## config.mk

```make
export PLATFORM = sky130hd
export DESIGN_NAME = wind_vane_and_anemometer_frontend_unit
export DESIGN_NICKNAME = d
export VERILOG_FILES = /design/src/wvaf_pkg.sv /design/src/wvaf_div.sv /design/src/wvaf_dp.sv /design/src/wvaf_ctrl.sv /design/src/wind_vane_and_anemometer_frontend_unit.sv
export SDC_FILE = /design/constraint.sdc
export NUM_CORES = 1
export LEC_CHECK = 0
export ABC_AREA = 1
export BUFFER_PORTS_ARGS = -buffer_cell sky130_fd_sc_hd__buf_2
export CAP_MARGIN = 20
export CORE_UTILIZATION = 45
export DETAILED_ROUTE_END_ITERATION = 10
export GPL_ROUTABILITY_DRIVEN = 0
export PLACE_DENSITY = 0.66
export SLEW_MARGIN = 20
export SYNTH_ARGS = -nofsm -noshare
export SYNTH_HDL_FRONTEND = slang
export SYNTH_SLANG_ARGS = --single-unit
```

## constraint.sdc

```tcl
create_clock -name clk_i -period 11.54 [get_ports clk_i]
set_clock_uncertainty 0.05 [all_clocks]
set_input_delay 2.308 -clock clk_i [delete_from_list [all_inputs] [get_ports clk_i]]
set_output_delay 2.308 -clock clk_i [all_outputs]
set_load 0.01 [all_outputs]
```

## src/wvaf_pkg.sv

```systemverilog
package wvaf_pkg;

  // register indexes on the configuration port
  typedef enum logic [1:0] {
    REG_STEPS_PER_REV = 2'd0,
    REG_WINDOW_TICKS  = 2'd1,
    REG_SPEED_SCALE   = 2'd2,
    REG_MPH_FACTOR    = 2'd3
  } cfg_reg_e;

  // register values after reset
  localparam logic [7:0]  StepsPerRevRst = 8'd76;
  localparam logic [15:0] WindowTicksRst = 16'd1000;
  localparam logic [15:0] SpeedScaleRst  = 16'd44473;
  localparam logic [13:0] MphFactorRst   = 14'd9163;

  // fixed output ranges
  localparam logic [15:0] LatchPulseMax = 16'd1023;
  localparam logic [23:0] SpeedMsMax    = 24'd262143;

  // vane movement for one quadrature transition
  typedef enum logic [1:0] {
    STEP_NONE = 2'd0,
    STEP_UP   = 2'd1,
    STEP_DOWN = 2'd2
  } step_e;

  // controller states
  typedef enum logic [3:0] {
    S_IDLE,
    S_RED_GO,
    S_RED_WAIT,
    S_STEP,
    S_BIN_GO,
    S_BIN_WAIT,
    S_MUL1,
    S_MUL2,
    S_MUL3,
    S_DONE
  } ctl_state_e;

  // controller to datapath commands
  typedef struct packed {
    logic take_item;
    logic div_start;
    logic div_bin;
    logic take_rem;
    logic step;
    logic take_bin;
    logic mul1;
    logic mul2;
    logic mul3;
    logic load_out;
  } ctl_cmd_t;

  // datapath to controller status
  typedef struct packed {
    logic pos_ge_mod;
    logic div_done;
    logic win;
    logic out_free;
  } ctl_status_t;

  // gray-code transition table, index is {previous, current}
  function automatic step_e quad_step(input logic [3:0] idx);
    step_e res;
    unique case (idx)
      4'b0001, 4'b0111, 4'b1000, 4'b1110: res = STEP_UP;
      4'b0010, 4'b0100, 4'b1011, 4'b1101: res = STEP_DOWN;
      default:                            res = STEP_NONE;
    endcase
    return res;
  endfunction

endpackage

```

## src/wvaf_div.sv

```systemverilog
module wvaf_div #(
  parameter int NUM_W = 11
) (
  input  logic             clk_i,
  input  logic             rst_ni,
  input  logic             start_i,
  input  logic [NUM_W-1:0] num_i,
  input  logic [8:0]       den_i,
  output logic             done_o,
  output logic [NUM_W-1:0] quo_o,
  output logic [8:0]       rem_o
);

  localparam int CntW = $clog2(NUM_W + 1);

  logic [NUM_W-1:0] num_q;
  logic [8:0]       rem_q;
  logic [8:0]       den_q;
  logic [CntW-1:0]  cnt_q;
  logic             busy_q;
  logic             done_q;
  logic [10:0]      trial;
  logic             borrow;
  logic [8:0]       rem_step;

  // one restoring step: shift in the next dividend bit and try the subtract
  assign trial    = {1'b0, rem_q, num_q[NUM_W-1]} - {2'b00, den_q};
  assign borrow   = trial[10];
  assign rem_step = borrow ? {rem_q[7:0], num_q[NUM_W-1]} : trial[8:0];

  // operand and partial result registers
  always_ff @(posedge clk_i) begin
    if (start_i) begin
      num_q <= num_i;
      rem_q <= 9'd0;
      den_q <= den_i;
    end else if (busy_q) begin
      num_q <= {num_q[NUM_W-2:0], ~borrow};
      rem_q <= rem_step;
    end
  end

  // step counter
  always_ff @(posedge clk_i or negedge rst_ni) begin
    if (!rst_ni) begin
      cnt_q  <= '0;
      busy_q <= 1'b0;
      done_q <= 1'b0;
    end else if (start_i) begin
      cnt_q  <= CntW'(NUM_W);
      busy_q <= 1'b1;
      done_q <= 1'b0;
    end else if (busy_q) begin
      cnt_q <= cnt_q - CntW'(1);
      if (cnt_q == CntW'(1)) begin
        busy_q <= 1'b0;
        done_q <= 1'b1;
      end
    end
  end

  assign done_o = done_q;
  assign quo_o  = num_q;
  assign rem_o  = rem_q;

endmodule

```

## src/wvaf_dp.sv

```systemverilog
module wvaf_dp #(
  parameter int DIRECTION_BINS   = 8,
  parameter int PULSE_COUNT_BITS = 10
) (
  input  logic                  clk_i,
  input  logic                  rst_ni,
  // item fields
  input  logic                  vane_a_i,
  input  logic                  vane_b_i,
  input  logic                  anemo_level_i,
  input  logic                  ms_tick_i,
  // configuration
  input  logic                  cfg_valid_i,
  output logic                  cfg_ready_o,
  input  logic [1:0]            cfg_index_i,
  input  logic [15:0]           cfg_data_i,
  // result
  output logic                  out_valid_o,
  input  logic                  out_stall_i,
  output logic [7:0]            vane_step_o,
  output logic [2:0]            direction_index_o,
  output logic [9:0]            window_pulses_o,
  output logic [17:0]           speed_ms_o,
  output logic [19:0]           speed_mph_o,
  output logic                  window_done_o,
  // controller link
  input  wvaf_pkg::ctl_cmd_t    cmd_i,
  output wvaf_pkg::ctl_status_t status_o
);

  localparam int BinBits = $clog2(DIRECTION_BINS);
  localparam int NumW    = 8 + BinBits;
  localparam logic [PULSE_COUNT_BITS-1:0] PulseMax = '1;

  // configuration registers
  logic [7:0]  spr_q;
  logic [15:0] win_ticks_q;
  logic [15:0] scale_q;
  logic [13:0] factor_q;

  // captured item
  logic [1:0]  item_quad_q;
  logic        item_anemo_q;
  logic        item_tick_q;

  // sensor state
  logic [1:0]                  prev_quad_q;
  logic                        seeded_q;
  logic [7:0]                  pos_q;
  logic                        prev_anemo_q;
  logic [PULSE_COUNT_BITS-1:0] pulse_q;
  logic [15:0]                 tick_q;
  logic                        win_q;
  logic [15:0]                 snap_q;
  logic [9:0]                  lat_pulses_q;
  logic [17:0]                 lat_ms_q;
  logic [19:0]                 lat_mph_q;
  logic [2:0]                  bin_q;

  // speed products
  logic [31:0] prod1_q;
  logic [31:0] prod2_q;

  // result register
  logic        out_valid_q;
  logic        out_valid_d;
  logic [7:0]  out_step_q;
  logic [2:0]  out_dir_q;
  logic [9:0]  out_pulses_q;
  logic [17:0] out_ms_q;
  logic [19:0] out_mph_q;
  logic        out_done_q;

  logic [8:0]                  modulus;
  logic [8:0]                  mod_m1;
  logic [8:0]                  pos_inc;
  logic [7:0]                  pos_step;
  wvaf_pkg::step_e             step_dir;
  logic [PULSE_COUNT_BITS-1:0] pulse_next;
  logic [15:0]                 tick_next;
  logic                        win_next;
  logic [15:0]                 snap_next;
  logic [NumW-1:0]             div_num;
  logic                        div_done;
  logic [NumW-1:0]             div_quo;
  logic [8:0]                  div_rem;
  logic [23:0]                 ms_raw;
  logic [17:0]                 ms_sat;

  // a zero modulus register means a full 256-step revolution
  assign modulus = (spr_q == 8'd0) ? 9'd256 : {1'b0, spr_q};
  assign mod_m1  = modulus - 9'd1;
  assign pos_inc = {1'b0, pos_q} + 9'd1;

  // position step, only once the previous quadrature state is known
  assign step_dir = wvaf_pkg::quad_step({prev_quad_q, item_quad_q});
  always_comb begin
    pos_step = pos_q;
    if (seeded_q) begin
      unique case (step_dir)
        wvaf_pkg::STEP_UP:   pos_step = (pos_inc >= modulus) ? 8'd0 : pos_inc[7:0];
        wvaf_pkg::STEP_DOWN: pos_step = (pos_q == 8'd0) ? mod_m1[7:0] : pos_q - 8'd1;
        default:             pos_step = pos_q;
      endcase
    end
  end

  // falling-edge pulse count and millisecond count, both saturating
  assign pulse_next = (prev_anemo_q && !item_anemo_q && (pulse_q != PulseMax)) ?
                      pulse_q + PULSE_COUNT_BITS'(1) : pulse_q;
  assign tick_next  = (item_tick_q && (tick_q != 16'hFFFF)) ? tick_q + 16'd1 : tick_q;
  assign win_next   = (tick_next >= win_ticks_q);
  assign snap_next  = 16'(pulse_next);

  // shared divider: position reduction or compass bin
  assign div_num = cmd_i.div_bin ? NumW'(pos_q) * NumW'(DIRECTION_BINS) : NumW'(pos_q);

  wvaf_div #(
    .NUM_W (NumW)
  ) u_div (
    .clk_i   (clk_i),
    .rst_ni  (rst_ni),
    .start_i (cmd_i.div_start),
    .num_i   (div_num),
    .den_i   (modulus),
    .done_o  (div_done),
    .quo_o   (div_quo),
    .rem_o   (div_rem)
  );

  // m/s saturation ahead of the mph multiply
  assign ms_raw = prod1_q[31:8];
  assign ms_sat = (ms_raw > wvaf_pkg::SpeedMsMax) ? 18'h3FFFF : ms_raw[17:0];

  // configuration writes
  assign cfg_ready_o = 1'b1;
  always_ff @(posedge clk_i or negedge rst_ni) begin
    if (!rst_ni) begin
      spr_q       <= wvaf_pkg::StepsPerRevRst;
      win_ticks_q <= wvaf_pkg::WindowTicksRst;
      scale_q     <= wvaf_pkg::SpeedScaleRst;
      factor_q    <= wvaf_pkg::MphFactorRst;
    end else if (cfg_valid_i) begin
      unique case (wvaf_pkg::cfg_reg_e'(cfg_index_i))
        wvaf_pkg::REG_STEPS_PER_REV: spr_q       <= cfg_data_i[7:0];
        wvaf_pkg::REG_WINDOW_TICKS:  win_ticks_q <= cfg_data_i;
        wvaf_pkg::REG_SPEED_SCALE:   scale_q     <= cfg_data_i;
        wvaf_pkg::REG_MPH_FACTOR:    factor_q    <= cfg_data_i[13:0];
        default:                     spr_q       <= spr_q;
      endcase
    end
  end

  // item capture and working registers
  always_ff @(posedge clk_i) begin
    if (cmd_i.take_item) begin
      item_quad_q  <= {vane_a_i, vane_b_i};
      item_anemo_q <= anemo_level_i;
      item_tick_q  <= ms_tick_i;
    end
    if (cmd_i.take_bin) begin
      bin_q <= div_quo[2:0];
    end
    if (cmd_i.step) begin
      snap_q <= snap_next;
    end
    if (cmd_i.mul1) begin
      prod1_q <= {16'd0, snap_q} * {16'd0, scale_q};
    end
    if (cmd_i.mul2) begin
      prod2_q <= {14'd0, ms_sat} * {18'd0, factor_q};
    end
  end

  // sensor state
  always_ff @(posedge clk_i or negedge rst_ni) begin
    if (!rst_ni) begin
      prev_quad_q  <= 2'd0;
      seeded_q     <= 1'b0;
      pos_q        <= 8'd0;
      prev_anemo_q <= 1'b1;
      pulse_q      <= '0;
      tick_q       <= 16'd0;
      win_q        <= 1'b0;
      lat_pulses_q <= 10'd0;
      lat_ms_q     <= 18'd0;
      lat_mph_q    <= 20'd0;
    end else begin
      if (cmd_i.take_rem) begin
        pos_q <= div_rem[7:0];
      end
      if (cmd_i.step) begin
        pos_q        <= pos_step;
        prev_quad_q  <= item_quad_q;
        seeded_q     <= 1'b1;
        prev_anemo_q <= item_anemo_q;
        win_q        <= win_next;
        if (win_next) begin
          pulse_q      <= '0;
          tick_q       <= 16'd0;
          lat_pulses_q <= (snap_next > wvaf_pkg::LatchPulseMax) ?
                          wvaf_pkg::LatchPulseMax[9:0] : snap_next[9:0];
        end else begin
          pulse_q <= pulse_next;
          tick_q  <= tick_next;
        end
      end
      if (cmd_i.mul2) begin
        lat_ms_q <= ms_sat;
      end
      if (cmd_i.mul3) begin
        lat_mph_q <= prod2_q[31:12];
      end
    end
  end

  // result register, frees up once the result is taken
  always_comb begin
    out_valid_d = out_valid_q;
    if (cmd_i.load_out) begin
      out_valid_d = 1'b1;
    end else if (!out_stall_i) begin
      out_valid_d = 1'b0;
    end
  end

  always_ff @(posedge clk_i or negedge rst_ni) begin
    if (!rst_ni) begin
      out_valid_q <= 1'b0;
    end else begin
      out_valid_q <= out_valid_d;
    end
  end

  always_ff @(posedge clk_i) begin
    if (cmd_i.load_out) begin
      out_step_q   <= pos_q;
      out_dir_q    <= bin_q;
      out_pulses_q <= lat_pulses_q;
      out_ms_q     <= lat_ms_q;
      out_mph_q    <= lat_mph_q;
      out_done_q   <= win_q;
    end
  end

  assign out_valid_o       = out_valid_q;
  assign vane_step_o       = out_step_q;
  assign direction_index_o = out_dir_q;
  assign window_pulses_o   = out_pulses_q;
  assign speed_ms_o        = out_ms_q;
  assign speed_mph_o       = out_mph_q;
  assign window_done_o     = out_done_q;

  // status to the controller
  assign status_o.pos_ge_mod = ({1'b0, pos_q} >= modulus);
  assign status_o.div_done   = div_done;
  assign status_o.win        = win_q;
  assign status_o.out_free   = !out_valid_q || !out_stall_i;

endmodule

```

## src/wvaf_ctrl.sv

```systemverilog
module wvaf_ctrl (
  input  logic                  clk_i,
  input  logic                  rst_ni,
  input  logic                  in_valid_i,
  output logic                  in_stall_o,
  output wvaf_pkg::ctl_cmd_t    cmd_o,
  input  wvaf_pkg::ctl_status_t status_i
);

  wvaf_pkg::ctl_state_e state_q;
  wvaf_pkg::ctl_state_e state_d;

  // next state
  always_comb begin
    state_d = state_q;
    unique case (state_q)
      wvaf_pkg::S_IDLE: begin
        if (in_valid_i) begin
          state_d = status_i.pos_ge_mod ? wvaf_pkg::S_RED_GO : wvaf_pkg::S_STEP;
        end
      end
      wvaf_pkg::S_RED_GO:   state_d = wvaf_pkg::S_RED_WAIT;
      wvaf_pkg::S_RED_WAIT: begin
        if (status_i.div_done) begin
          state_d = wvaf_pkg::S_STEP;
        end
      end
      wvaf_pkg::S_STEP:     state_d = wvaf_pkg::S_BIN_GO;
      wvaf_pkg::S_BIN_GO:   state_d = wvaf_pkg::S_BIN_WAIT;
      wvaf_pkg::S_BIN_WAIT: begin
        if (status_i.div_done) begin
          state_d = status_i.win ? wvaf_pkg::S_MUL1 : wvaf_pkg::S_DONE;
        end
      end
      wvaf_pkg::S_MUL1:     state_d = wvaf_pkg::S_MUL2;
      wvaf_pkg::S_MUL2:     state_d = wvaf_pkg::S_MUL3;
      wvaf_pkg::S_MUL3:     state_d = wvaf_pkg::S_DONE;
      wvaf_pkg::S_DONE: begin
        if (status_i.out_free) begin
          state_d = wvaf_pkg::S_IDLE;
        end
      end
      default:              state_d = wvaf_pkg::S_IDLE;
    endcase
  end

  // commands
  always_comb begin
    cmd_o      = '0;
    in_stall_o = 1'b1;
    unique case (state_q)
      wvaf_pkg::S_IDLE: begin
        in_stall_o      = 1'b0;
        cmd_o.take_item = in_valid_i;
      end
      wvaf_pkg::S_RED_GO:   cmd_o.div_start = 1'b1;
      wvaf_pkg::S_RED_WAIT: cmd_o.take_rem  = status_i.div_done;
      wvaf_pkg::S_STEP:     cmd_o.step      = 1'b1;
      wvaf_pkg::S_BIN_GO: begin
        cmd_o.div_start = 1'b1;
        cmd_o.div_bin   = 1'b1;
      end
      wvaf_pkg::S_BIN_WAIT: cmd_o.take_bin  = status_i.div_done;
      wvaf_pkg::S_MUL1:     cmd_o.mul1      = 1'b1;
      wvaf_pkg::S_MUL2:     cmd_o.mul2      = 1'b1;
      wvaf_pkg::S_MUL3:     cmd_o.mul3      = 1'b1;
      wvaf_pkg::S_DONE:     cmd_o.load_out  = status_i.out_free;
      default:              cmd_o           = '0;
    endcase
  end

  always_ff @(posedge clk_i or negedge rst_ni) begin
    if (!rst_ni) begin
      state_q <= wvaf_pkg::S_IDLE;
    end else begin
      state_q <= state_d;
    end
  end

endmodule

```

## src/wind_vane_and_anemometer_frontend_unit.sv

```systemverilog
// Wind vane and anemometer front end. Each item is one sample of the two vane
// quadrature pins, the anemometer pin and a millisecond tick flag, and gives one
// result: wrapped vane position, compass bin, and the pulse count and speeds
// latched at the last window end, with window_done set on the item that closed
// a window. On the first item after reset the vane does not move, as the item
// only seeds the quadrature state. Each item goes through the shared restoring
// divider, which forms the compass bin, and no new item is taken until the last
// one is loaded into the output register. An item that closes a window also
// passes through S_MUL1, S_MUL2 and S_MUL3 for the two speed multiplies, and the
// first item after a steps_per_rev write that leaves the position out of range
// takes a reduction pass through the same divider first. The next item is taken
// while the previous result waits in the output register. Configuration must be
// written only while the block is idle; the block itself does not enforce this,
// and the write port is always ready.
module wind_vane_and_anemometer_frontend_unit #(
  parameter int DIRECTION_BINS   = 8,
  parameter int PULSE_COUNT_BITS = 10
) (
  input  logic        clk_i,
  input  logic        rst_ni,
  // item channel
  input  logic        in_valid_i,
  output logic        in_stall_o,
  input  logic        vane_a_i,
  input  logic        vane_b_i,
  input  logic        anemo_level_i,
  input  logic        ms_tick_i,
  // result channel
  output logic        out_valid_o,
  input  logic        out_stall_i,
  output logic [7:0]  vane_step_o,
  output logic [2:0]  direction_index_o,
  output logic [9:0]  window_pulses_o,
  output logic [17:0] speed_ms_o,
  output logic [19:0] speed_mph_o,
  output logic        window_done_o,
  // configuration write channel
  input  logic        cfg_valid_i,
  output logic        cfg_ready_o,
  input  logic [1:0]  cfg_index_i,
  input  logic [15:0] cfg_data_i
);

  wvaf_pkg::ctl_cmd_t    cmd;
  wvaf_pkg::ctl_status_t status;

  wvaf_ctrl u_ctrl (
    .clk_i      (clk_i),
    .rst_ni     (rst_ni),
    .in_valid_i (in_valid_i),
    .in_stall_o (in_stall_o),
    .cmd_o      (cmd),
    .status_i   (status)
  );

  wvaf_dp #(
    .DIRECTION_BINS   (DIRECTION_BINS),
    .PULSE_COUNT_BITS (PULSE_COUNT_BITS)
  ) u_dp (
    .clk_i             (clk_i),
    .rst_ni            (rst_ni),
    .vane_a_i          (vane_a_i),
    .vane_b_i          (vane_b_i),
    .anemo_level_i     (anemo_level_i),
    .ms_tick_i         (ms_tick_i),
    .cfg_valid_i       (cfg_valid_i),
    .cfg_ready_o       (cfg_ready_o),
    .cfg_index_i       (cfg_index_i),
    .cfg_data_i        (cfg_data_i),
    .out_valid_o       (out_valid_o),
    .out_stall_i       (out_stall_i),
    .vane_step_o       (vane_step_o),
    .direction_index_o (direction_index_o),
    .window_pulses_o   (window_pulses_o),
    .speed_ms_o        (speed_ms_o),
    .speed_mph_o       (speed_mph_o),
    .window_done_o     (window_done_o),
    .cmd_i             (cmd),
    .status_o          (status)
  );

endmodule

```

== After elaboration in Yosys (flattened, before gate mapping) ==
Memory sizes are Yosys's and may differ from the RTL's.
Index checks and enable logic that the tools add are counted.

* $add $sub $neg: 7
* $mul: 2
* Order comparisons: 5
* Equality and inequality tests: 24
* Multiplexer cells: 45
* Bitwise logic cells: 1
* Reductions and logical operators: 23

{| class="wikitable"
|+ Operators with widths
! operator !! count
|-
| $mux 8 || 5
|-
| $pmux 4 s10 || 1
|-
| $mux 11 || 3
|-
| $mul 18x14->32 || 1
|-
| $mux 16 || 2
|-
| $mux 10 || 3
|-
| $mux 4 || 7
|-
| $mul 10x16->26 || 1
|-
| $gt 24x18->1 const B || 1
|-
| $mux 1 || 19
|-
| $mux 18 || 1
|-
| $mux 9 || 2
|-
| $add 16x1->16 const B || 1
|-
| $eq 4x3->1 const B || 4
|-
| $ge 16x16->1 || 1
|-
| $logic_not 8->1 || 2
|-
| $ne 16x16->1 const B || 1
|-
| $pmux 8 s2 || 1
|-
| $sub 8x1->8 const B || 2
|-
| $reduce_and 2->1 || 6
|-
| $sub 10x9->11 || 1
|-
| $add 10x1->10 const B || 1
|-
| $gt 10x10->1 const B || 1
|-
| $ne 10x10->1 const B || 1
|-
| other kinds (23) || 39
|}

* Register bits after elaboration: 322
* Memory bits (read-only): 32
* Input port bits: 27
* Output and inout bits: 63
* Logic and storage cells: 143
* Memories kept: 1

{| class="wikitable"
|+ Memory list
! name !! words !! bits a word !! read ports !! clocked after Yosys merged registers in !! wr ports !! line !! source
|-
| (no name shown) || 16 || 2 || 1 || 0 || 0 || wvaf_pkg.sv:67 || <nowiki>unique case (idx)</nowiki>
|}

== Depth between registers and ports, before layout ==
Gate-level depths: netlist of run 1.

* Word-level depth: 7
* Depth in mapped cells: 26

== Modules after synthesis ==
A second synthesis of run 1 with hierarchy kept.

* Cell total of the unflattened synthesis: 3,254
* Area total of the unflattened synthesis: 27,417.5 um2

{| class="wikitable"
|+ By module, submodules not included
! module !! times used !! cells each !! area an instance (um2) !! sequential area each (um2)
|-
| wvaf_dp || 1 || 2,937 || 25,062.8 || 7,041.8
|-
| wvaf_div || 1 || 247 || 1,985.7 || 930.9
|-
| wvaf_ctrl || 1 || 70 || 369.1 || 100.1
|}

== Worst setup path after synthesis of run 1 ==
Ideal clock, no wire load.

* Kind: reg-to-reg
* Start: register u_dp.factor_q[3]
* End: register u_dp.prod2_q[26] (data pin)
* Library setup time: 0.252 ns
* Arrival time: 5.646 ns
* Required time: 11.238 ns
* Path slack: 5.592 ns
* Cell stages (with the launch flop): 24
* Buffers on the path: 2
* Clock period less this slack: 5.948 ns
* Cells stage by stage: dfstp_2 > clkbuf_1 > clkbuf_1 > nand2_1 > fa_1 > inv_1 > fa_1 > inv_1 > fa_1 > inv_1 > fa_1 > fa_1 > inv_1 > fa_1 > inv_1 > ha_1 > a21oi_1 > inv_1 > a21oi_1 > o21ai_0 > a211oi_1 > nand2_1 > nand2_1 > nand2_1

* Longest elaborated chain between the ends: 1

{| class="wikitable"
|+ RTL lines
! what !! line !! source
|-
| from (decl) || wvaf_dp.sv:39 || <nowiki>logic [13:0] factor_q;</nowiki>
|-
| from (signal assigned) || wvaf_dp.sv:142 || <nowiki>factor_q <= wvaf_pkg::MphFactorRst;</nowiki>
|-
| from (signal assigned) || wvaf_dp.sv:148 || <nowiki>wvaf_pkg::REG_MPH_FACTOR: factor_q <= cfg_data_i[13:0];</nowiki>
|-
| $mul 18x14->32 || wvaf_dp.sv:171 || <nowiki>prod2_q <= {14'd0, ms_sat} * {18'd0, factor_q};</nowiki>
|-
| to (signal assigned) || wvaf_dp.sv:171 ||
|-
| to (decl) || wvaf_dp.sv:62 || <nowiki>logic [31:0] prod2_q;</nowiki>
|}

Every way passes these cells.
A chain may end at the register's enable or synchronous reset.

== Worst setup path in the final report of run 1 ==
* Start: register u_dp.factor_q[4]
* End: register u_dp.prod2_q[26] (data pin)

The elaborated chain is that of the path after synthesis.

==> impl_metrics.env, run 1 <==
export IMPL_antenna_found_initial=1
export IMPL_ys_ff_latch=296
export IMPL_syn_nets=3757
export IMPL_critPathCaptureType="flip-flop"
export IMPL_slowest_delay_ns=0.78
export IMPL_synthXorXnorAreaFrac_pct=2.25
export IMPL_initial_utilization_pct=45.8
export IMPL_ys_seq_area_share_pct=29.6
export IMPL_hp_class="flip-flop to flip-flop"
export IMPL_synth_warnings=0
export IMPL_worstPathCellList="nand2_1 > fa_1 > inv_1 > fa_1 > inv_1 > fa_1 > inv_1 > fa_1 > fa_1 > inv_1 > fa_1 > inv_1 > ha_1 > a21oi_1 > inv_1 > a21oi_1 > o21ai_0 > a211oi_1 > nand2_1 > nand2_1 > nand2_1"
export IMPL_slowest_stage="dfrtp_1"
export IMPL_cp_top_family="adder cells"
export IMPL_startpoint_type="flip-flop"
export IMPL_worstSetupPathType="flip-flop to flip-flop"
export IMPL_post_cts_resized=0
export IMPL_synthArstFlopShare_pct=51.4
export IMPL_maxCapViolCount=0
export IMPL_r2r_end="u_dp.prod2_q[26]"
export IMPL_fillCellCount=5707
export IMPL_regArea_mm2=0.00807
export IMPL_grt_start_max_net_pins=76
export IMPL_root_buffer="clkbuf_16"
export IMPL_clock_latency_ns=0.61
export IMPL_relSlewSlack_pct=36.6
export IMPL_critPathArrivalTime_ns=6.43
export IMPL_rsz0062_at_grt="false"
export IMPL_drive_gt1_share_pct=7.61
export IMPL_grt_ovfl_total=0
export IMPL_post_cts_setup_buffers=0
export IMPL_crit_buf_inv=6
export IMPL_wl_mm=62.2
export IMPL_die_area_mm2=0.0616
export IMPL_cts_path_max_buffers=3
export IMPL_vias=20302
export IMPL_drt_first_pass_iters=5
export IMPL_worst_path_max_fanout=19
export IMPL_synth_enable_flop_cells=135
export IMPL_hp_start="u_dp.bin_q[1]"
export IMPL_status="completed"
export IMPL_cts_buffers=31
export IMPL_synth_compound_area_share_pct=6.45
export IMPL_setup_viol_count_final=0
export IMPL_grt_pass1_wl_mm=104
export IMPL_finalCritPeriodShare_pct=53.1
export IMPL_final_antenna_net_count=0
export IMPL_yosys_area_share_simple_pct=17.5
export IMPL_final_nets=3761
export IMPL_htree_levels=1
export IMPL_holdPathStages=0
export IMPL_hold_viol=0
export IMPL_via_per_inst=5.04
export IMPL_core_rowCount=89
export IMPL_clk_pin_slew_ns=0.07
export IMPL_worstRegToRegCells=21
export IMPL_drt_wirelength_per_cell_um=15.4
export IMPL_r2r_start="u_dp.factor_q[4]"
export IMPL_min_to="u_dp.direction_index_o[1]"
export IMPL_synth_fa_ha_area_share_pct=31.2
export IMPL_multiInputGateArea_mm2=0.0159
export IMPL_netlist_cell_type_count=58
export IMPL_post_route_cell_area_mm2=0.0293
export IMPL_fmax_mhz=163
export IMPL_grtUsageTotal_pct=21.0
export IMPL_drc=0
export IMPL_pin_count=90
export IMPL_mostFrequentLayoutCells="nand2_1 (850), inv_1 (720), fa_1 (298)"
export IMPL_syn_inst=3230
export IMPL_ys_flop_type="edfxtp_1"
export IMPL_numPortBuffers=88
export IMPL_syn_avg_cell_area_um2=8.44
export IMPL_drtIter0Drc=1346
export IMPL_die_h_um=248
export IMPL_tns_ns=0
export IMPL_clock_sinks=296
export IMPL_cp_required_ns=11.84
export IMPL_period_minus_slack_ns=6.13
export IMPL_coreArea_mm2=0.0595
export IMPL_final_core_util_pct=49.2
export IMPL_worst_hold_slack_ns=0.377
export IMPL_drv_slew=0
export IMPL_die_w_um=248
export IMPL_grt_pass1_vias=20507
export IMPL_dp_hpwl_mm=49.0
export IMPL_cts_hold_fix_buffers=0
export IMPL_synth_area_mm2=0.0273
export IMPL_synth_mux_area_share_pct=0.826
export IMPL_tightestPinTransition_ns=0.948
export IMPL_final_common_cell="nand2_1"
export IMPL_area_delta_synth_final_pct=7.44
export IMPL_synth_top_family_by_area="adder cells"
export IMPL_placed_area_mm2=0.0282
export IMPL_r2r_slack_ns=5.41
export IMPL_cts_tree="done"
-- cell usage after synthesis, drive strengths merged, types with 14 or more instances --
master,n,area (um2)
inv,738,2770
clkbuf,100,375
fa,298,5970
nand4,27,169
dfrtp,124,3100
nand2,855,3230
xor2,53,464
ha,202,2530
xnor2,17,149
buf,24,150
nor3,29,176
dfstp,28,736
nor2,129,547
nand3,112,561
mux2,20,225
o21ai,147,766
edfxtp,135,4050
a21oi,99,495
a21o,14,105
-- layout make-up --
| class | count | share of cell area [%] |
|---|---|---|
| multi-input cells | 2070 | 54.3 |
| diodes | 1 | 0.00855 |
| inverters | 740 | 9.49 |
| well taps | 773 | 3.30 |
| flip-flops and latches | 296 | 27.6 |
| clock inverters | 16 | 0.748 |
| clock buffers | 41 | 2.85 |
| repair buffers | 95 | 1.72 |
-- through the flow --
step,setup slack (ns),instances
after floorplan,5.59,3230
after global placement,5.51,3973
after detailed placement,5.45,3973
after CTS,5.41,4030
after global routing,5.03,4031
final,5.41,4032
-- registers in the layout, indices dropped and copies added (netlist names), 11 cells and up --
| register | count |
|---|---|
| u_dp.lat_mph_q | 20 |
| u_dp.prod2_q | 20 |
| u_dp.speed_mph_o | 20 |
| u_dp.lat_ms_q | 18 |
| u_dp.prod1_q | 18 |
| u_dp.speed_ms_o | 18 |
| u_dp.scale_q | 16 |
| u_dp.tick_q | 16 |
| u_dp.win_ticks_q | 16 |
| u_dp.factor_q | 14 |
| u_dp.u_div.quo_o | 11 |
-- worst max path at each step --
stage               slack (ns)        startpoint          endpoint  depth (start not counted)
CTS                       5.41  u_dp.factor_q[4]  u_dp.prod2_q[26]                         21
global route              5.03  u_dp.factor_q[4]  u_dp.prod2_q[26]                         21
detailed placement        5.45  u_dp.factor_q[4]  u_dp.prod2_q[26]                         21
global placement          5.51  u_dp.factor_q[4]  u_dp.prod2_q[26]                         21
floorplan                 5.59  u_dp.factor_q[3]  u_dp.prod2_q[26]                         23
finish                    5.41  u_dp.factor_q[4]  u_dp.prod2_q[26]                         21
-- kinds of logic (layout without fill, tap and decap cells) --
kind of cell	Yosys count	after routing
and+or+nand+nor	1166	1166
AOI/OAI and AO/OA	313	313
muxes	20	20
adders and majority gates	500	500
DFF	296	296
xor gates and xnor gates	70	70
other	1	2
buffers and inverters	864	892
-- routing by layer --
metal / track usage [%] / share of wire (%) / vias to the layer above
li1: - / - / 9849
met1: 28.9 / 46 / 9799
met2: 34.9 / 46 / 555
met3: 2.51 / 5.6 / 97
met4: 5.56 / 2.5 / 2
met5: 0 / 0.019 / -
-- worst reg2reg max path, delay by kind of cell (launching register included) --
family                   cells  cell delay (ns)
adder cells (fa/ha/maj)      7             3.49
AO/OA/AOI/OAI                4             0.84
flip-flops                   1             0.78
AND/OR/NAND/NOR              4             0.37
buffers and inverters        6             0.34
Power of run 1 is left out: the tool's default activity adds up to more than one toggle a clock period on the data nets, which glitch-free logic cannot reach.
==> inputs of run 2 (changes only) <==
Settings changed: PLACE_DENSITY 0.66 to 0.68.
Clock period 11.54 ns to 5.4 ns, I/O delays scaled along.
==> run 2 against run 1 <==
  * Highest routed layer is now met4
  * Fmax grew 13%
  * Non-clock buffer count grew 213
  * Hold slack gained 0.010 ns
  * Register-to-register slack lost 5.5 ns
  * Global-route usage grew 0.66 points
  * Design area grew 9.3%
  * Critical path depth is the same
  * Critical endpoint is now u_dp.prod2_q[27]
  * Sequential share of layout area shrank 2.3 points
  * Utilization grew 4.6 points
  * Die area is the same
  * The flow now finishes with violations (negative setup slack)
  * Via count grew 5.3%
  * Wire length grew 4.2%
==> impl_metrics.env, run 2 (synthesis gave the netlist of run 1 again) <==
export IMPL_tightestPinTransition_ns=1.01
export IMPL_dp_hpwl_mm=50.2
export IMPL_critPathArrivalTime_ns=5.75
export IMPL_hp_class="flip-flop to flip-flop"
export IMPL_final_antenna_net_count=0
export IMPL_worstSetupPathType="flip-flop to flip-flop"
export IMPL_cp_required_ns=5.70
export IMPL_via_per_inst=5.03
export IMPL_clock_sinks=296
export IMPL_worst_path_max_fanout=7
export IMPL_setup_viol_count_final=4
export IMPL_cts_tree="done"
export IMPL_clk_pin_slew_ns=0.06
export IMPL_rsz0062_at_grt="true"
export IMPL_grtUsageTotal_pct=21.6
export IMPL_finalCritPeriodShare_pct=101
export IMPL_fmax_mhz=184
export IMPL_final_nets=3974
export IMPL_vias=21384
export IMPL_clock_latency_ns=0.61
export IMPL_final_core_util_pct=53.8
export IMPL_violations="negative setup slack"
export IMPL_numPortBuffers=88
export IMPL_mostFrequentLayoutCells="nand2_1 (811), inv_1 (681), fa_1 (289)"
export IMPL_drv_slew=0
export IMPL_startpoint_type="flip-flop"
export IMPL_antenna_found_initial=0
export IMPL_htree_levels=1
export IMPL_grt_pass1_vias=21589
export IMPL_drc=0
export IMPL_grt_start_max_net_pins=91
export IMPL_die_h_um=248
export IMPL_area_delta_synth_final_pct=17.4
export IMPL_initial_utilization_pct=45.8
export IMPL_drt_wirelength_per_cell_um=15.3
export IMPL_critPathCaptureType="flip-flop"
export IMPL_final_common_cell="nand2_1"
export IMPL_core_rowCount=89
export IMPL_cts_hold_fix_buffers=0
export IMPL_drtIter0Drc=1210
export IMPL_drt_first_pass_iters=5
export IMPL_cts_buffers=31
export IMPL_relSlewSlack_pct=32.4
export IMPL_die_w_um=248
export IMPL_status="complete, but fails checks"
export IMPL_maxCapViolCount=0
export IMPL_fin_ws_ns=-0.0441
export IMPL_drive_gt1_share_pct=18.9
export IMPL_period_minus_slack_ns=5.44
export IMPL_coreArea_mm2=0.0595
export IMPL_hold_viol=0
export IMPL_pin_count=90
export IMPL_root_buffer="clkbuf_16"
export IMPL_die_area_mm2=0.0616
export IMPL_grt_ovfl_total=0
export IMPL_grt_pass1_wl_mm=107
export IMPL_cts_path_max_buffers=3
export IMPL_wl_mm=64.9
## run 2: changes by cell type in the layout (fill, tap and decap cells not counted), moves of 19 or more
cell,previous run,this run
buf_6,2,28
buf_4,6,185
a21oi_1,99,76
inv_1,720,681
ha_1,202,179
nor2_1,115,88
nand2_2,3,32
a21oi_2,0,19
nand2_1,850,811
ha_4,0,22
inv_2,17,56
## run 2: path summary, 6_finish.rpt
kind	from	endpoint	slack [ns]	depth (start not counted)
setup / recovery	u_dp.prod1_q[16]	u_dp.prod2_q[27]	-0.04	21
hold / removal	u_dp.bin_q[0]	u_dp.direction_index_o[0]	0.39	0
setup reg to reg	u_dp.prod1_q[16]	u_dp.prod2_q[27]	-0.04	21
hold reg to reg	u_dp.bin_q[0]	u_dp.direction_index_o[0]	0.39	0
max in group asynchronous	rst_ni	u_dp.lat_mph_q[18]	3.67	2
min in group asynchronous	rst_ni	u_dp.lat_pulses_q[8]	0.47	1
## run 2: critical path: stages, from the launching register on
cell       delay (ns)
edfxtp_1         0.55
nand2_2          0.14
inv_2            0.04
fa_1             0.54
inv_2            0.04
fa_1             0.48
fa_1             0.54
inv_1            0.05
fa_1             0.45
fa_1             0.49
inv_1            0.05
fa_1             0.48
inv_2            0.05
ha_4             0.30
nand2_2          0.09
nor2_4           0.13
inv_2            0.04
or2_4            0.23
o21ai_4          0.19
nand3_2          0.12
o2111ai_2        0.08
nand2_1          0.07
## run 2: layer usage
metal / global-route usage (%) / vias to the layer above / wire [um]
met5: 0 / - / 0
met4: 6.78 / 0 / 1880
met3: 3.32 / 125 / 4060
met2: 35.7 / 597 / 30100
met1: 29.2 / 10392 / 28800
li1: - / 10270 / -
## run 2: cell type report
cell class | instances | area, um2
antenna | 4 | 10.0
inverter | 740 | 2780
tap | 773 | 967
sequential | 296 | 8080
clock buffer | 43 | 896
clock inverter | 14 | 204
fill | 5283 | 27500
timing repair buffer | 308 | 2270
multi-input combinational | 2070 | 16800
## run 2: stage by stage
| stage | worst slack (ns) | setup TNS, ns | instances | hold slack (ns) | instance area [um2] |
|---|---|---|---|---|---|
| after floorplan | -0.0455 | -0.0455 | 3230 | 0.350 | 27500 |
| after global placement | -0.190 | -1.39 | 4130 | 0.356 | 29500 |
| after detailed placement | -0.297 | -2.43 | 4130 | 0.369 | 29500 |
| after CTS | -0.000525 | -0.000525 | 4214 | 0.383 | 31200 |
| after global routing | -0.225 | -3.24 | 4244 | 0.399 | 32000 |
| final | -0.0441 | -0.133 | 4248 | 0.387 | 32000 |
## run 2: what timing repair did
item / CTS / global route
endpoints found under the setup margin: 20 / 33
resized for setup: 98 / 167
pin swaps: 89 / 87
buffers inserted: 28 / 36
Power of run 2 is left out for the same reason.
==> inputs of run 3 (changes only) <==
Settings changed: BUFFER_PORTS_ARGS -buffer_cell sky130_fd_sc_hd__buf_2 to not set, CORE_MARGIN set to 5, DONT_BUFFER_PORTS set to 1, PLACE_DENSITY 0.68 to 0.67.
==> run 3 against run 2 <==
  * The flow still finishes with violations (negative setup slack)
  * Flip-flop and latch count is the same
  * Highest routed layer unchanged
  * Largest cell class unchanged
  * First-iteration DRC count rose by 12%
  * Register-to-register slack got worse by 0.07 ns
  * Setup slack got worse by 0.071 ns
  * Critical path type unchanged
==> impl_metrics.env, run 3 (synthesis gave the netlist of run 1 again) <==
export IMPL_drc=0
export IMPL_numPortBuffers=0
export IMPL_fmax_mhz=181
export IMPL_use_met1_pct=28.0
export IMPL_pin_count=90
export IMPL_mostFrequentLayoutCells="nand2_1 (812), inv_1 (678), fa_1 (288)"
export IMPL_rsz0062_at_grt="true"
export IMPL_core_rowCount=90
export IMPL_status="complete, but fails checks"
export IMPL_clock_sinks=296
export IMPL_drtIter0Drc=1354
export IMPL_critPathCaptureType="flip-flop"
export IMPL_worstRegToRegCells=20
export IMPL_met3_usage_pct=2.35
export IMPL_fillCellCount=5471
export IMPL_drt_wirelength_per_cell_um=15.9
export IMPL_critPathMostFrequentCell="fa_1"
export IMPL_r2r_start="u_dp.factor_q[9]"
export IMPL_crit_buf_inv=5
export IMPL_slowest_delay_ns=0.65
export IMPL_slowest_stage="dfstp_2"
export IMPL_fin_ws_ns=-0.115
export IMPL_grt_busiest_layer="met2"
export IMPL_drive_gt1_share_pct=16.5
export IMPL_cts_buffers=31
export IMPL_cts_hold_fix_buffers=0
export IMPL_hp_class="input port to async pin"
export IMPL_antenna_found_initial=0
export IMPL_violations="negative setup slack"
export IMPL_cts_tree="done"
export IMPL_cts_path_max_buffers=3
export IMPL_dp_hpwl_mm=51.2
export IMPL_clk_pin_slew_ns=0.07
export IMPL_coreArea_mm2=0.0601
export IMPL_drv_slew=0
export IMPL_hold_viol=0
export IMPL_finalCritPeriodShare_pct=102
export IMPL_period_minus_slack_ns=5.52
export IMPL_clock_latency_ns=0.60
export IMPL_grt_ovfl_total=0
export IMPL_worst_path_max_fanout=7
export IMPL_tightestPinTransition_ns=0.973
export IMPL_met2_usage_pct=32.4
export IMPL_r2r_slack_ns=-0.12
export IMPL_area_delta_synth_final_pct=15.1
export IMPL_initial_utilization_pct=45.3
export IMPL_drt_first_pass_iters=5
export IMPL_n_antenna_cell=0
export IMPL_root_buffer="clkbuf_16"
export IMPL_relSlewSlack_pct=35.0
export IMPL_grtUsageTotal_pct=19.7
export IMPL_setup_viol_count_final=13
export IMPL_r2r_end="u_dp.prod2_q[26]"
export IMPL_grt_pass1_vias=21099
export IMPL_final_antenna_net_count=0
export IMPL_startpoint_type="flip-flop"
export IMPL_maxCapViolCount=0
export IMPL_grt_start_max_net_pins=153
export IMPL_tns_ns=-0.812
export IMPL_final_common_cell="nand2_1"
export IMPL_htree_levels=1
export IMPL_die_area_mm2=0.0656
export IMPL_cp_top_family="adder cells"
export IMPL_vias=21180
export IMPL_wl_mm=66.1
export IMPL_grt_pass1_wl_mm=108
export IMPL_worstPathCellList="buf_6 > nand2_4 > fa_1 > inv_2 > fa_1 > fa_1 > fa_1 > fa_1 > inv_2 > fa_1 > inv_2 > ha_4 > a21oi_4 > inv_2 > a21oi_4 > o21ai_2 > a211oi_2 > nand2_1 > nand2_1 > nand2_1"
export IMPL_via_per_inst=5.10
export IMPL_final_nets=3871
export IMPL_die_h_um=256
export IMPL_die_w_um=256
export IMPL_worstSetupPathType="flip-flop to flip-flop"
export IMPL_cp_required_ns=5.70
export IMPL_critPathArrivalTime_ns=5.82
## run 3: worst register-to-register path: stages (launching register included)
cell      delay [ns]
dfstp_2         0.65
buf_6           0.15
nand2_4         0.04
fa_1            0.49
inv_2           0.04
fa_1            0.50
fa_1            0.58
fa_1            0.44
fa_1            0.51
inv_2           0.04
fa_1            0.51
inv_2           0.05
ha_4            0.27
a21oi_4         0.17
inv_2           0.08
a21oi_4         0.16
o21ai_2         0.08
a211oi_2        0.25
nand2_1         0.08
nand2_1         0.07
nand2_1         0.04
## run 3: worst max-delay path by stage
stage / startpoint / to / slack, ns / depth (start not counted)
floorplan: u_dp.factor_q[9] / u_dp.prod2_q[26] / -0.05 / 21
global placement: u_dp.factor_q[3] / u_dp.prod2_q[28] / -0.20 / 20
detailed placement: u_dp.prod1_q[18] / u_dp.prod2_q[29] / -0.22 / 22
CTS: u_dp.factor_q[6] / u_dp.prod2_q[25] / -0.10 / 20
global route: u_dp.factor_q[4] / u_dp.prod2_q[26] / -0.29 / 22
finish: u_dp.factor_q[9] / u_dp.prod2_q[26] / -0.12 / 20
## run 3: layout make-up
cell class              instances  area (um2)  share of cell area, %
repair buffers                205        1720                   5.49
well taps                     782         978                   3.12
flip-flops and latches        296        8090                   25.8
multi-input cells            2070       16700                   53.4
inverters                     740        2780                   8.86
clock inverters                23         233                  0.742
clock buffers                  35         822                   2.62
## run 3: what timing repair did
action                                  4_1_cts  5_1_grt
pin swaps                                    30      105
buffers inserted                             10       34
endpoints found under the setup margin       20       27
cloned                                        0        1
hold endpoints to repair                      0        0
resized for setup                            61      185
## run 3: layer usage
layer	part of all wire, %	wire length [um]
met3	5.8	3860
met5	0	0
met2	47	30900
met4	2.5	1680
met1	45	29600
## run 3: per-stage QoR
stage          cell area (um2)  setup WS [ns]  hold slack [ns]  utilization, %  cells
3_5_place_dp             29100         -0.216            0.355            48.4   4050
6_report                 31400         -0.115            0.124            52.2   4151
2_1_floorplan            27500        -0.0455            0.350               -   3230
3_3_place_gp             29100         -0.196            0.363            48.4   4050
4_1_cts                  30400         -0.104           0.0976            50.6   4118
5_1_grt                  31400         -0.288            0.103            52.2   4151
Power of run 3 is left out for the same reason.
